<file path="src/sv/spid_pkg.sv">
// types, constants and saturation helpers shared by the self-tuning pid controller
// no dependencies

package spid_pkg;

    localparam int GAIN_W  = 32;
    localparam int STEER_W = 48;
    localparam int INTEG_W = 48;
    localparam int ABS_W   = 32;
    localparam int SQ_W    = 48;
    localparam int CNT_W   = 16;
    localparam int LR_W    = 32;
    localparam int RMS_W   = 24;
    localparam int THR_W   = 24;
    localparam int WIDE_W  = 64;
    localparam int LEN_W   = 17;
    localparam int DATA_W  = 32;
    localparam int ADDR_W  = 5;
    localparam int IDX_W   = 3;

    localparam int MUL_STEPS  = 64;
    localparam int DIV_STEPS  = 64;
    localparam int SQRT_STEPS = 32;
    localparam int STEP_CNT_W = 6;

    // register indexes
    localparam logic [IDX_W-1:0] REG_KP  = 3'd0;
    localparam logic [IDX_W-1:0] REG_KI  = 3'd1;
    localparam logic [IDX_W-1:0] REG_KD  = 3'd2;
    localparam logic [IDX_W-1:0] REG_LR  = 3'd3;
    localparam logic [IDX_W-1:0] REG_LEN = 3'd4;
    localparam logic [IDX_W-1:0] REG_THR = 3'd5;

    localparam logic [CNT_W-1:0] LEN_RESET = 16'd100;

    // rate scale by 1/25600 (100 in q16.8): 25600 = 25 * 2^10, 2^23 = 25 * 335544 + 8
    localparam logic [18:0] LR_HI_MULT = 19'd335544;
    // ceil(2^32 / 25), exact for numerators below 2^27
    localparam logic [27:0] LR_RECIP   = 28'd171798692;

    localparam logic [WIDE_W-1:0] PROD_LIM = 64'h2000_0000_0000_0000;
    localparam logic [WIDE_W-1:0] SQRT_TOP_BIT = 64'h4000_0000_0000_0000;

    // datapath actions, one per cycle
    localparam int ACT_W = 5;
    localparam logic [ACT_W-1:0] ACT_NONE      = 5'd0;
    localparam logic [ACT_W-1:0] ACT_ACCEPT    = 5'd1;
    localparam logic [ACT_W-1:0] ACT_SQ        = 5'd2;
    localparam logic [ACT_W-1:0] ACT_PD        = 5'd3;
    localparam logic [ACT_W-1:0] ACT_MUL_INTEG = 5'd4;
    localparam logic [ACT_W-1:0] ACT_STEER     = 5'd5;
    localparam logic [ACT_W-1:0] ACT_DIV_MS    = 5'd6;
    localparam logic [ACT_W-1:0] ACT_SQRT      = 5'd7;
    localparam logic [ACT_W-1:0] ACT_RMS       = 5'd8;
    localparam logic [ACT_W-1:0] ACT_DIV_LR    = 5'd9;
    localparam logic [ACT_W-1:0] ACT_LR        = 5'd10;
    localparam logic [ACT_W-1:0] ACT_T1        = 5'd11;
    localparam logic [ACT_W-1:0] ACT_T2        = 5'd12;
    localparam logic [ACT_W-1:0] ACT_T3        = 5'd13;
    localparam logic [ACT_W-1:0] ACT_GAIN      = 5'd14;
    localparam logic [ACT_W-1:0] ACT_CLEAR     = 5'd15;
    localparam logic [ACT_W-1:0] ACT_PUBLISH   = 5'd16;

    // gain select
    localparam logic [1:0] GSEL_KP = 2'd0;
    localparam logic [1:0] GSEL_KI = 2'd1;
    localparam logic [1:0] GSEL_KD = 2'd2;

    typedef struct packed {
        logic                   we;
        logic [IDX_W-1:0]       idx;
        logic [DATA_W-1:0]      data;
    } cfg_wr_t;

    typedef struct packed {
        logic [ACT_W-1:0]       act;
        logic [1:0]             gsel;
    } dp_cmd_t;

    typedef struct packed {
        logic                   mul_done;
        logic                   dsq_done;
        logic                   epoch_hit;
        logic                   training;
        logic                   out_free;
    } dp_stat_t;

    function automatic logic signed [WIDE_W-1:0] sat61(input logic signed [65:0] x);
        logic signed [65:0] lim;
        lim = $signed({2'b00, PROD_LIM});
        if (x > lim)
            return $signed(PROD_LIM);
        else if (x < -lim)
            return -$signed(PROD_LIM);
        else
            return x[WIDE_W-1:0];
    endfunction

    function automatic logic signed [STEER_W-1:0] sat48(input logic signed [WIDE_W-1:0] x);
        if (x > 64'sh0000_7FFF_FFFF_FFFF)
            return 48'sh7FFF_FFFF_FFFF;
        else if (x < -64'sh0000_8000_0000_0000)
            return 48'sh8000_0000_0000;
        else
            return x[STEER_W-1:0];
    endfunction

    function automatic logic signed [GAIN_W-1:0] sat32(input logic signed [WIDE_W:0] x);
        if (x > 65'sh0_0000_0000_7FFF_FFFF)
            return 32'sh7FFF_FFFF;
        else if (x < -65'sh0_0000_0000_8000_0000)
            return 32'sh8000_0000;
        else
            return x[GAIN_W-1:0];
    endfunction

endpackage

</file>
<file path="src/sv/spid_ctrl.sv">
// controller state machine sequencing the datapath for one item and the epoch-end tuning
// depends on spid_pkg

module spid_ctrl
(
    input  logic                  clk,
    input  logic                  rst_n,
    input  logic                  sample_valid,
    output logic                  sample_ready,
    input  spid_pkg::dp_stat_t    stat,
    output spid_pkg::dp_cmd_t     cmd
);

    localparam logic [3:0] ST_IDLE  = 4'd0;
    localparam logic [3:0] ST_SQ    = 4'd1;
    localparam logic [3:0] ST_PD    = 4'd2;
    localparam logic [3:0] ST_MI    = 4'd3;
    localparam logic [3:0] ST_MIW   = 4'd4;
    localparam logic [3:0] ST_DIV1  = 4'd5;
    localparam logic [3:0] ST_DIV1W = 4'd6;
    localparam logic [3:0] ST_SQW   = 4'd7;
    localparam logic [3:0] ST_LRMW  = 4'd8;
    localparam logic [3:0] ST_LRDW  = 4'd9;
    localparam logic [3:0] ST_TCHK  = 4'd10;
    localparam logic [3:0] ST_T1W   = 4'd11;
    localparam logic [3:0] ST_T2W   = 4'd12;
    localparam logic [3:0] ST_T3W   = 4'd13;
    localparam logic [3:0] ST_CLR   = 4'd14;
    localparam logic [3:0] ST_OUT   = 4'd15;

    logic [3:0] state_reg, state_next;
    logic [1:0] g_reg, g_next;

    always_comb
    begin
        state_next = state_reg;
        g_next     = g_reg;
        cmd.act    = spid_pkg::ACT_NONE;
        cmd.gsel   = g_reg;
        case (state_reg)
            ST_IDLE:
            begin
                if (sample_valid)
                begin
                    cmd.act    = spid_pkg::ACT_ACCEPT;
                    state_next = ST_SQ;
                end
            end
            ST_SQ:
            begin
                cmd.act    = spid_pkg::ACT_SQ;
                state_next = ST_PD;
            end
            ST_PD:
            begin
                cmd.act    = spid_pkg::ACT_PD;
                state_next = ST_MI;
            end
            ST_MI:
            begin
                cmd.act    = spid_pkg::ACT_MUL_INTEG;
                state_next = ST_MIW;
            end
            ST_MIW:
            begin
                if (stat.mul_done)
                begin
                    cmd.act    = spid_pkg::ACT_STEER;
                    state_next = (stat.epoch_hit && stat.training) ? ST_DIV1 : ST_OUT;
                end
            end
            ST_DIV1:
            begin
                cmd.act    = spid_pkg::ACT_DIV_MS;
                state_next = ST_DIV1W;
            end
            ST_DIV1W:
            begin
                if (stat.dsq_done)
                begin
                    cmd.act    = spid_pkg::ACT_SQRT;
                    state_next = ST_SQW;
                end
            end
            ST_SQW:
            begin
                if (stat.dsq_done)
                begin
                    cmd.act    = spid_pkg::ACT_RMS;
                    state_next = ST_LRMW;
                end
            end
            ST_LRMW:
            begin
                if (stat.mul_done)
                begin
                    cmd.act    = spid_pkg::ACT_DIV_LR;
                    state_next = ST_LRDW;
                end
            end
            ST_LRDW:
            begin
                cmd.act    = spid_pkg::ACT_LR;
                g_next     = spid_pkg::GSEL_KP;
                state_next = ST_TCHK;
            end
            ST_TCHK:
            begin
                if (stat.training)
                begin
                    cmd.act    = spid_pkg::ACT_T1;
                    state_next = ST_T1W;
                end
                else
                begin
                    state_next = ST_CLR;
                end
            end
            ST_T1W:
            begin
                if (stat.mul_done)
                begin
                    cmd.act    = spid_pkg::ACT_T2;
                    state_next = ST_T2W;
                end
            end
            ST_T2W:
            begin
                if (stat.mul_done)
                begin
                    cmd.act    = spid_pkg::ACT_T3;
                    state_next = ST_T3W;
                end
            end
            ST_T3W:
            begin
                if (stat.mul_done)
                begin
                    cmd.act = spid_pkg::ACT_GAIN;
                    if (g_reg == spid_pkg::GSEL_KD)
                    begin
                        state_next = ST_CLR;
                    end
                    else
                    begin
                        g_next     = g_reg + 1'b1;
                        state_next = ST_TCHK;
                    end
                end
            end
            ST_CLR:
            begin
                cmd.act    = spid_pkg::ACT_CLEAR;
                state_next = ST_OUT;
            end
            ST_OUT:
            begin
                if (stat.out_free)
                begin
                    cmd.act    = spid_pkg::ACT_PUBLISH;
                    state_next = ST_IDLE;
                end
            end
            default:
            begin
                state_next = ST_IDLE;
            end
        endcase
    end

    always_ff @(posedge clk or negedge rst_n)
    begin
        if (!rst_n)
        begin
            state_reg <= ST_IDLE;
            g_reg     <= spid_pkg::GSEL_KP;
        end
        else
        begin
            state_reg <= state_next;
            g_reg     <= g_next;
        end
    end

    assign sample_ready = (state_reg == ST_IDLE);

endmodule

</file>
<file path="config.mk">
export PLATFORM = sky130hd
export DESIGN_NAME = spid_ctrl
export DESIGN_NICKNAME = d
export VERILOG_FILES = /design/src/sv/spid_pkg.sv /design/src/sv/spid_ctrl.sv
export SDC_FILE = /design/constraint.sdc
export NUM_CORES = 1
export LEC_CHECK = 0
export ABC_AREA = 1
export BUFFER_PORTS_ARGS = -buffer_cell sky130_fd_sc_hd__buf_2
export CAP_MARGIN = 25
export CORE_AREA = 2 2 39 41
export CTS_BUF_LIST = sky130_fd_sc_hd__clkbuf_4 sky130_fd_sc_hd__clkbuf_8
export DETAILED_ROUTE_END_ITERATION = 16
export DIE_AREA = 0 0 41 43
export PLACE_DENSITY = 0.86
export SETUP_SLACK_MARGIN = 0.2
export SLEW_MARGIN = 20
export SYNTH_ARGS = -nofsm -noshare
export SYNTH_HDL_FRONTEND = slang
export SYNTH_SLANG_ARGS = --single-unit
</file>
<file path="constraint.sdc">
create_clock -name clk -period 2 [get_ports clk]
set_input_delay 0.6 -clock clk [delete_from_list [all_inputs] [get_ports clk]]
set_output_delay 0.6 -clock clk [all_outputs]
set_load 0.01 [all_outputs]
</file>
==> metrics.json <==
{
  "status": {
    "outcome": "finished with violations",
    "violations_in_the_final_reports": "negative setup slack"
  },
  "detailed_routing": {
    "avgRoutedWirePerCell_um": 13.0,
    "dr_total_vias": 866,
    "wl_um": 2140,
    "wl_met3_um": 128,
    "firstDrtPassIters": 4,
    "route.top_layer_used": "met4",
    "final_antenna_net_count": 0,
    "drt-initial-drc-count": 22,
    "met2_wirelength_um": 1080,
    "drc": 0,
    "wl_met1_um": 857,
    "number_of_vias_per_cell": 5.28
  },
  "yosys": {
    "synth.yosys.seq_area_share_pct": 21.8,
    "synth_warn": 0,
    "post-synth-top-area-fraction_pct": 21.8,
    "synth.ff_latch_count": 6,
    "post_synth_inst_count": 116,
    "ys_types": 20,
    "syn_area_per_cell_um2": 5.93,
    "synth_fp_nets": 125,
    "synth_area_leaders": "dfrtp_1, nand2_1, inv_1",
    "synthesis.area_um2": 688,
    "leading_area_contributor_after_synthesis": "dfrtp_1"
  },
  "critical_path": {
    "critPathTopFamily": "flip-flops",
    "crit_fanout": 7,
    "worstPathBufferInverterCount": 3,
    "slowest_delay_ns": 0.49,
    "cp_cell_sequence": "nor2_2 > inv_2 > o21ai_2 > nand3_2 > nand3_2 > inv_1 > buf_2",
    "worst_ep_arrival_time_ns": 1.43,
    "reg2reg_setup_slack_ns": 0.52,
    "worst-endpoint-required_ns": 1.40,
    "rr_worst_depth": 9,
    "rr_startpoint": "state_reg[0]$_DFFE_PN0P_",
    "worst_setup_path_end_kind": "output port",
    "path_class": "reg2out",
    "cp_most_frequent_cell": "nand3_2",
    "critPathSlowestCell": "dfrtp_2",
    "critical_path_startpoint_category": "flop",
    "rr_endpoint": "state_reg[2]$_DFFE_PN0P_"
  },
  "global_route": {
    "antenna_found_initial": 0,
    "grt_pass1_wl_um": 2990,
    "global_route.usage.total_pct": 24.1,
    "grt_max_degree": 8,
    "overflow_after_grt": 0,
    "grt_pass1_vias": 719
  },
  "flow_run": {
    "maxCapViolCount": 0
  },
  "power": {
    "vdd_drop_max_mv": 1.15,
    "powerDensity_nw_per_um2": 1720,
    "static-leakage-power_nw": 0.563
  },
  "placed_design": {
    "dpl_worst_slack_ns": 0.0460,
    "place.gp.congestion": 0.846,
    "post-dp-hpwl_um": 1240,
    "place.detailed.instances": 146,
    "port_buffers": 15
  },
  "sta": {
    "timing.final.crit_share_pct": 102,
    "worstMarginPinSlew_ns": 0.248,
    "worst_slew_margin_rel_pct": 83.5,
    "timing_max_transition_violations_final": 0,
    "clock-skew-final_ns": 0.000211,
    "fmax_mhz": 492,
    "finalHoldViolations": 0,
    "setup_ws_ns": -0.0306,
    "min_period_ns": 2.03,
    "rsz0062_at_grt": "yes",
    "timing.final.setup_violations": 3,
    "fin_hold_ws_ns": 0.182
  },
  "die": {
    "floorplan.initialDensity_pct": 49.7,
    "dieHeight_um": 43,
    "die_x_um": 41,
    "rows": 14,
    "floorplan.die_area_um2": 1760,
    "placeableCoreArea_um2": 1380,
    "boundary_pin_count": 16
  },
  "clocking": {
    "cts_hold_buf": 0,
    "clock_tree.root_cell": "clkbuf_4",
    "clockBufferDepth": 2,
    "tritoncts": "done",
    "cts_max_level": 1,
    "total_clock_buffers_created_by_cts": 3,
    "clock_sinks": 6,
    "path_clk_slew_ns": 0.04,
    "clock_insertion_delay_worst_skew_ns": 0.23
  },
  "final_layout": {
    "layoutNonFillerInstCount": 164,
    "largest_register_ffs": 4,
    "layout-area-overhead-vs-synth_pct": 44.9,
    "fin_util_pct": 72.1,
    "num-nets-final": 159,
    "antenna_cells": 0,
    "final_layout_size_suffix_gt1_share_pct": 50.0
  },
  "hold_path": {
    "worst_hold_path_type": "in2async"
  }
}
-- worst max-delay path by stage --
| stage | startpoint | endpoint | cells after the start |
|---|---|---|---|
| finish | state_reg[0]$_DFFE_PN0P_ | cmd[2] | 7 |
| global route | state_reg[0]$_DFFE_PN0P_ | cmd[2] | 8 |
| CTS | state_reg[0]$_DFFE_PN0P_ | cmd[2] | 8 |
| detailed placement | stat[4] | cmd[4] | 6 |
| global placement | stat[4] | cmd[2] | 8 |
| floorplan | stat[4] | cmd[2] | 6 |
-- report_power, final --
part	switching, mW	internal [mW]	total [mW]
Sequential	0.150	0.187	0.337
Clock	0.0325	0.0671	0.0996
Combinational	0.728	0.555	1.28
-- metal layers --
metal	vias to the layer above	global-route usage (%)
li1	425	-
met1	394	28.4
met2	41	43.1
met3	6	1.57
met4	0	7.33
met5	-	0
-- stage by stage --
stage	power [mW]	instance area (um^2)	setup TNS (ns)
2_1_floorplan	0.982	688	0
3_3_place_gp	1.15	764	0
3_5_place_dp	1.17	764	0
4_1_cts	1.52	923	0
5_1_grt	1.86	997	-0.319
6_report	1.72	997	-0.0605
-- final cells by class --
type	instances	area, um^2
multi-input combinational	85	505
fill	107	387
timing repair buffer	32	206
sequential	6	155
inverter	22	87.6
clock buffer	3	22.5
tap	16	20.0
-- Yosys cell counts (all sizes together) --
library cell,number
nor2,20
ha,1
buf,3
a31oi,2
dfrtp,6
nand3b,1
nand4,2
nor3,3
inv,22
o21ai,5
a21oi,1
nand2,39
nand3,11
-- cells by family (layout without fill, tap and decap cells) --
kind of cell | Yosys count | in the layout | synth area share (%)
adders and majority gates | 1 | 1 | 1.82
AOI/OAI and AO/OA | 8 | 8 | 7.27
and+or+nand+nor | 76 | 76 | 52.2
DFF | 6 | 6 | 21.8
buffers and inverters | 25 | 57 | 16.9
-- placed cells by master, fill, tap and decap left out --
master    synthesis  final
nor2_2            3      7
inv_2             4      4
buf_4             0     16
ha_1              1      1
nor2_1           16     10
nand3b_1          1      1
a31oi_1           2      2
a21oi_2           1      1
o21ai_0           4      3
nor3_2            0      1
dfrtp_1           6      2
nor3_1            3      1
buf_2             0     15
o21ai_2           1      1
dfrtp_2           0      4
nand2_1          32     27
nand3_1           9      8
nor3_4            0      1
nand2_2           6      6
nand3_2           2      3
clkbuf_4          0      3
o21ai_1           0      1
buf_6             3      1
inv_1            18     16
nand2_4           1      6
nand4_1           2      2
inv_4             0      2
nor2_4            1      3
-- timing repair --
action / in CTS / in global routing
pin swaps: 6 / 7
setup buffers: 10 / 5
hold endpoints to repair: 0 / 0
gates resized for setup: 24 / 10
endpoints found under the setup margin: 6 / 6
(Power assumes the default switching activity.)
